==> config.mk <==
export PLATFORM = sky130hd
export DESIGN_NAME = pcf_flux
export DESIGN_NICKNAME = d
export VERILOG_FILES = /design/src/rtl/core/pcf_pkg.sv /design/src/rtl/core/pcf_flux.sv
export SDC_FILE = /design/constraint.sdc
export NUM_CORES = 2
export LEC_CHECK = 0
export ABC_AREA = 1
export BUFFER_PORTS_ARGS = -buffer_cell sky130_fd_sc_hd__buf_4
export CAP_MARGIN = 20
export CORE_ASPECT_RATIO = 0.6
export CORE_MARGIN = 4
export CORE_UTILIZATION = 40
export DETAILED_ROUTE_END_ITERATION = 10
export PLACE_DENSITY = 0.55
export SLEW_MARGIN = 20
export SYNTH_ARGS = -nofsm -noshare
export SYNTH_HDL_FRONTEND = slang
export SYNTH_SLANG_ARGS = --single-unit
==> constraint.sdc <==
create_clock -name aclk -period 6.4 [get_ports aclk]
set_input_delay 1.92 -clock aclk [delete_from_list [all_inputs] [get_ports aclk]]
set_output_delay 1.92 -clock aclk [all_outputs]
set_load 0.1 [all_outputs]
==> src/rtl/core/pcf_pkg.sv <==
// Shared types and constants of the particle contact heat flux unit.
package pcf_pkg;

    // Configuration register indexes and widths
    localparam int CFG_IDX_W = 3;
    localparam int COND_W    = 31;
    localparam logic [CFG_IDX_W-1:0] REG_COND0  = 3'd0;
    localparam logic [CFG_IDX_W-1:0] REG_COND1  = 3'd1;
    localparam logic [CFG_IDX_W-1:0] REG_COND2  = 3'd2;
    localparam logic [CFG_IDX_W-1:0] REG_COND3  = 3'd3;
    localparam logic [CFG_IDX_W-1:0] REG_NEWTON = 3'd4;

    // Pipeline step counts
    localparam int DIV_STEPS  = 64;
    localparam int H_STEPS    = 33;
    localparam int SQRT_STEPS = 32;

    // round(pi/4 * 2^32)
    localparam logic [31:0] PI4_Q32 = 32'd3373259426;

    localparam int FLUX_W = 48;
    localparam int HC_W   = 49;

    // Input word
    typedef struct packed {
        logic signed [31:0] del_x;
        logic signed [31:0] del_y;
        logic signed [31:0] del_z;
        logic [30:0]        radius_i;
        logic [30:0]        radius_j;
        logic [1:0]         type_i;
        logic [1:0]         type_j;
        logic signed [31:0] temp_i;
        logic signed [31:0] temp_j;
        logic signed [31:0] source_i;
        logic signed [31:0] source_j;
        logic               j_is_local;
    } pair_t;

    // Output word
    typedef struct packed {
        logic                     in_contact;
        logic signed [FLUX_W-1:0] flux_i;
        logic signed [FLUX_W-1:0] flux_j;
        logic                     flux_j_valid;
    } result_t;

    // Per-pair data that rides along with the arithmetic
    typedef struct packed {
        logic               jvalid;
        logic signed [32:0] dt;
        logic signed [31:0] src_i;
        logic signed [31:0] src_j;
    } side_t;

    // Front end to divider
    typedef struct packed {
        logic [63:0] n_hi;
        logic [63:0] n_lo;
        logic [63:0] d2;
        logic [61:0] kk;
        logic [31:0] ksum;
        logic        kzero;
        logic        contact;
        logic        area_ok;
        side_t       side;
    } front_t;

    // Divider to root stage
    typedef struct packed {
        logic [63:0] q;
        logic [32:0] h;
        logic        kzero;
        logic        contact;
        logic        area_ok;
        side_t       side;
    } quot_t;

    // Root stage to flux stage
    typedef struct packed {
        logic [HC_W-1:0] hc;
        logic            contact;
        side_t           side;
    } cond_t;

endpackage

==> src/rtl/core/pcf_flux.sv <==
// Flux terms: temperature difference times conductance, plus source, saturated.
module pcf_flux (
    input  logic             aclk,
    input  logic             aresetn,
    input  logic             en,
    input  logic             in_valid,
    input  pcf_pkg::cond_t   in_data,
    output logic             out_valid,
    output pcf_pkg::result_t out_data
);

    localparam int STAGES = 4;
    localparam logic signed [50:0] SAT_MAX = 51'sd140737488355327;
    localparam logic signed [50:0] SAT_MIN = -51'sd140737488355328;
    localparam logic [48:0]        TERM_LIM = 49'd1 << 48;

    function automatic logic [pcf_pkg::FLUX_W-1:0] flux_sum(
        input logic [48:0]        m,
        input logic               neg,
        input logic signed [31:0] src
    );
        logic signed [50:0] t;
        logic signed [50:0] v;
        t = neg ? -$signed({2'b00, m}) : $signed({2'b00, m});
        v = t + {{19{src[31]}}, src};
        if (v > SAT_MAX) begin
            v = SAT_MAX;
        end else if (v < SAT_MIN) begin
            v = SAT_MIN;
        end
        return v[pcf_pkg::FLUX_W-1:0];
    endfunction

    logic [STAGES-1:0] vld_reg;

    logic [32:0]        mag_reg, mag_next;
    logic               negi_reg, negj_reg, negi1_reg, negj1_reg, negi2_reg, negj2_reg;
    logic [pcf_pkg::HC_W-1:0] hc_reg;
    logic               con_reg, con1_reg, con2_reg;
    logic               jv_reg, jv1_reg, jv2_reg;
    logic signed [31:0] si_reg, sj_reg, si1_reg, sj1_reg, si2_reg, sj2_reg;
    logic [57:0]        plo_reg;
    logic [56:0]        phi_reg;
    logic [81:0]        prod_next;
    logic [48:0]        m_reg;
    pcf_pkg::result_t   out_reg;

    // Advance valid bits
    always_ff @(posedge aclk) begin
        if (!aresetn) begin
            vld_reg <= '0;
        end else if (en) begin
            vld_reg <= {vld_reg[STAGES-2:0], in_valid};
        end
    end

    assign mag_next  = in_data.side.dt[32] ? (33'd0 - in_data.side.dt) : in_data.side.dt;
    assign prod_next = {phi_reg, 25'd0} + {24'd0, plo_reg};

    always_ff @(posedge aclk) begin
        if (en) begin
            // Magnitude of the temperature difference; both terms share it
            mag_reg  <= mag_next;
            negi_reg <= in_data.side.dt[32];
            negj_reg <= !in_data.side.dt[32] && (in_data.side.dt != '0);
            hc_reg   <= in_data.hc;
            con_reg  <= in_data.contact;
            jv_reg   <= in_data.side.jvalid;
            si_reg   <= in_data.side.src_i;
            sj_reg   <= in_data.side.src_j;
            // Partial products
            plo_reg   <= mag_reg * hc_reg[24:0];
            phi_reg   <= mag_reg * hc_reg[48:25];
            negi1_reg <= negi_reg;
            negj1_reg <= negj_reg;
            con1_reg  <= con_reg;
            jv1_reg   <= jv_reg;
            si1_reg   <= si_reg;
            sj1_reg   <= sj_reg;
            // Truncate to Q.16 and limit the term
            m_reg     <= (prod_next[81:64] != '0) ? TERM_LIM : {1'b0, prod_next[63:16]};
            negi2_reg <= negi1_reg;
            negj2_reg <= negj1_reg;
            con2_reg  <= con1_reg;
            jv2_reg   <= jv1_reg;
            si2_reg   <= si1_reg;
            sj2_reg   <= sj1_reg;
            // Add sources, saturate and gate
            out_reg.in_contact   <= con2_reg;
            out_reg.flux_i       <= con2_reg ? flux_sum(m_reg, negi2_reg, si2_reg) : '0;
            out_reg.flux_j       <= (con2_reg && jv2_reg) ?
                                    flux_sum(m_reg, negj2_reg, sj2_reg) : '0;
            out_reg.flux_j_valid <= con2_reg && jv2_reg;
        end
    end

    assign out_valid = vld_reg[STAGES-1];
    assign out_data  = out_reg;

endmodule
Yosys cells after proc, flatten, opt, wreduce, memory -nomap -nowiden
Index checks and enable logic that the tools add are counted.
{"block": "totals", "output_inout_bits": 99, "wordCells": 60, "register_bits": 552, "inputBits": 152}
{"block": "classes", "n_reduce_logical": 7, "n_mux": 8, "n_mul": 2, "addsub": 5, "n_bitwise": 2, "order_cmp": 4}
{"cell": "51-bit adder", "n": 2}
{"cell": "51-bit by 48-bit greater-than comparator with 1-bit output, second input constant", "n": 2}
{"cell": "51-bit by 48-bit < comparator with 1-bit output, second input constant", "n": 2}
{"cell": "51-bit two-way mux", "n": 2}
{"cell": "48-bit two-way mux", "n": 2}
{"cell": "47-bit two-way mux", "n": 2}
{"cell": "82-bit by 58-bit adder with 82-bit output", "n": 1}
{"cell": "33-bit by 25-bit multiplier with 58-bit output", "n": 1}
{"cell": "33-bit by 24-bit multiplier with 57-bit output", "n": 1}
{"cell": "49-bit negator with 51-bit output", "n": 1}
{"cell": "49-bit two-way mux", "n": 1}
{"cell": "33-bit nonzero test", "n": 1}
{"cell": "1-bit by 33-bit subtractor with 33-bit output, first input constant", "n": 1}
{"cell": "32-bit two-way mux", "n": 1}
{"cell": "18-bit nonzero test", "n": 1}
{"cell": "2-bit OR reduction", "n": 2}
{"cell": "1-bit logical AND", "n": 2}
{"cell": "1-bit inverter", "n": 2}
{"cell": "1-bit logical NOT", "n": 1}

Logic depth before layout (Yosys ltp)
{"block": "logic_depth", "ltp_word": 6, "mapped_depth": 32, "ltp_nobuf": 30}

Worst setup path before layout
Ideal clock, no wire load.
{"block": "synth_path", "path_type": "reg-to-reg", "from": "reg mag_reg[10]", "to": "reg plo_reg[49] (data pin)", "setup_slack_ps": -155, "required_time_ps": 6141, "period_less_slack_ps": 6555, "setup_time_ps": 259, "stages_incl_launch_ff": 28, "n_path_buf": 2, "arrival_time_ps": 6296, "path_cell_list": "edfxtp_1 clkbuf_1 buf_1 nand2_1 fa_1 fa_1 inv_1 fa_1 inv_1 fa_1 inv_1 fa_1 fa_1 inv_1 fa_1 inv_1 ha_1 a21o_1 or2_2 a21oi_1 o21ai_0 a21oi_1 inv_1 nand2_1 nand2_1 nand2_1 nand2_1 xor2_1"}
{"block": "synth_between", "elab_chain_cells": 1}
{"element": "start, declared", "line": "pcf_flux.sv:36", "text": "logic [32:0] mag_reg, mag_next;"}
{"element": "start signal, assigned", "line": "pcf_flux.sv:63", "text": "mag_reg <= mag_next;"}
{"element": "33-bit by 25-bit multiplier with 58-bit output", "line": "pcf_flux.sv:72", "text": "plo_reg <= mag_reg * hc_reg[24:0];"}
{"element": "end signal, assigned", "line": "pcf_flux.sv:72"}
{"element": "end, declared", "line": "pcf_flux.sv:42", "text": "logic [57:0] plo_reg;"}
Every way passes these cells.
A chain may end at the register's enable or synchronous reset.

Worst setup path after layout
{"block": "layout_path", "from": "reg mag_reg[7]", "to": "reg plo_reg[57] (data pin)"}
Same word-level chain as after synthesis.

==> results.md <==
* Status: finished, violations left
* Violated checks: negative setup slack
* Final hold vios at 0
* Vias per std cell at 5.00
* Die W at 605 um
* Largest cells by area after synthesis: fa_1, edfxtp_1, inv_1
* Crit. End Element: register
* Area leader, netlist: fa_1
* Final setup fails at 69
* Clock Latency Late Sink at 0.78 ns
* Sequential-to-total area share from yosys stat at 18.8%
* IO Count at 251
* Worst slew margin at 5.72%
* Cell Area, Synth at 0.0855 mm^2
* Initial antenna violation count at 13
* Reg-to-reg slack, setup at -0.49 ns
* Critical Path Fanout Max at 5
* Post-Synthesis Cells at 10,900
* Largest net degree at the start of global routing at 99
* Max-slew violation count at 0
* Post-synth cell types at 50
* CTS Buffer Depth at 3
* TritonCTS Sinks at 536
* Die Area at 0.221 mm^2
* Port Buffers at 250
* Most frequent cells after synthesis: inv_1, nand2_1, fa_1
* Residual DRC at 0
* Setup_tns at -15.35 ns
* #FFs+latches synth at 536
* Cell mode on critical path: fa_1
* Post-DP HPWL at 261,000 um
* Share of cells above drive strength 1 at 21.0%
* Avg Cell Area, Syn at 7.87 um^2
* Hold_sp: si_reg[0]
* CTS root buf: clkbuf_16
* CP Launch Point: mag_reg[7]
* Period minus WS final at 6.89 ns
* DRT Wirelength at 320,000 um
* CP Launch Type: register
* Fin Clk Skew at 0.0952 ns
* Max FFs per register at 98
* Worst Hold Class: reg2reg
* Filler cells at 20,200
* Avg WL per Cell at 21.6 um
* Layout Nets at 13,900
* First-pass GRT wire length at 475,000 um
* Area grow syn2layout at 26.3%
* Core area at 0.213 mm^2
* Net count after synthesis at 12,900
* Row cnt at 131
* Reg2reg start: mag_reg[7]
* Fmax at 145 MHz
* Worst path max stage delay at 0.58 ns
* Count leader, synth: inv_1
* Post-route setup slack at -0.485 ns
* Total CTS buffers at 60
* Arrival @ worst endpoint at 7.30 ns
* Post-layout util at 50.8%
* Primary FF master, synth: edfxtp_1
* Ys Warns at 0
* Clk pin slew, worst setup/hold paths at 0.07 ns
* GRT overflow at 0
* MaxCap Viol Count at 0
* Post-synth EDFFs at 532
* WP data required at 6.81 ns
* Number of global-route vias before repair at 73,200
* Total number of vias at 73,900
* Worst setup path category: reg2reg
* GPL Wtd Cong at 1.00
* Ys async rst share at 0%
* Slowest CP cell: fa_1
* Hold buffer count at CTS at 0
* GR Util All Layers at 28.5%
* Post-synth top area share at 32.6%
* Crit share post-route at 108%
* Die height at 366 um
* DRT Pass-1 Iters at 7
* CTS H-Tree Depth at 2
* CTS tree: built
* Final antenna-violating net count at 0
* Tightest Pin Transition at 1.40 ns
* Detailed router's first-iteration violation count at 8,227
* RSZ-0062 raised after global routing: yes
* Initial Utilization at 40.2%
[critical path: cells and delay by family, from the launching register on]
kind | cells | cell delay (ns)
AO/OA/AOI/OAI | 3 | 0.56
XOR/XNOR | 1 | 0.15
adder cells (fa/ha/maj) | 8 | 3.76
buffers and inverters | 10 | 1.09
flip-flops | 1 | 0.41
AND/OR/NAND/NOR | 6 | 0.53
[routing by layer]
layer	up-vias	global-route usage, %	routed length, um
met4	10	3.47	4050
met3	252	8.95	42800
met5	-	0	266
met1	36500	47.9	158000
li1	33800	-	-
met2	3364	35.1	114000
[cells in the final DEF (no fill, tap or decap), types with 11 or more instances in the layout]
cell | Yosys | final
a21oi_4 | 0 | 61
buf_6 | 17 | 195
nand2_1 | 2979 | 2782
buf_12 | 0 | 163
fa_1 | 1392 | 1282
o21ai_4 | 0 | 11
inv_1 | 2995 | 2778
a21oi_1 | 384 | 281
nor2_1 | 551 | 437
o21bai_1 | 46 | 36
o21ai_2 | 0 | 36
o21ai_0 | 220 | 161
a21o_1 | 19 | 18
nand2_4 | 0 | 66
a31oi_1 | 32 | 17
nand3_2 | 2 | 25
nand3_1 | 233 | 199
buf_4 | 1 | 935
ha_1 | 509 | 434
o21ai_1 | 4 | 16
xor2_1 | 164 | 142
buf_16 | 0 | 18
buf_8 | 1 | 28
nand4_1 | 52 | 52
nor4_1 | 23 | 17
clkbuf_16 | 0 | 68
edfxtp_1 | 532 | 532
xnor2_1 | 99 | 86
nor3_1 | 87 | 79
nand2_2 | 2 | 126
inv_2 | 15 | 222
nor2_2 | 15 | 56
ha_4 | 0 | 67
a21oi_2 | 0 | 42
nand3_4 | 0 | 11
nor2_4 | 12 | 85
fa_2 | 0 | 110
xor2_2 | 0 | 15
clkinv_1 | 0 | 14
[metrics by stage]
step	setup WS (ns)	instances	instance area [um^2]	hold slack [ns]
3_5_place_dp	-0.924	14400	97300	0.405
2_1_floorplan	0.00689	10900	85500	0.400
6_report	-0.485	14800	108000	0.375
5_1_grt	-0.616	14800	108000	0.402
4_1_cts	-0.355	14700	105000	0.386
3_3_place_gp	-0.890	14400	97300	0.401
[worst paths after layout]
kind,endpoint,depth (start not counted)
worst max-delay path,plo_reg[57],28
worst min-delay path,si1_reg[0],0
worst max register to register,plo_reg[57],28
worst min register to register,si1_reg[0],0
[layout make-up]
cell class,instances,area [um^2],share of cell area [%]
multi-input cells,6898,61400,56.8
flip-flops and latches,536,16100,14.9
repair buffers,1349,13600,12.6
inverters,3010,11300,10.5
well taps,2859,3580,3.31
clock buffers,63,1510,1.40
clock inverters,49,541,0.500
diodes,9,22.5,0.0208
[cells by family after synthesis]
group / count (synthesis) / share of synthesized area, %
DFF: 536 / 18.8
and+or+nand+nor: 3993 / 18.5
AOI/OAI and AO/OA: 741 / 4.70
adders and majority gates: 1901 / 40.0
buffers and inverters: 3433 / 15.2
xor gates and xnor gates: 263 / 2.69
[repair_timing]
item | in CTS | in global routing
pin swaps | 328 | 354
cloned | 17 | 8
hold endpoints to repair | 0 | 0
endpoints found under the setup margin | 79 | 82
buffers inserted | 167 | 98
gates resized for setup | 1077 | 579
Power is not shown: default switching activity piles up to over one toggle a cycle in this logic, so the estimate is an artifact.
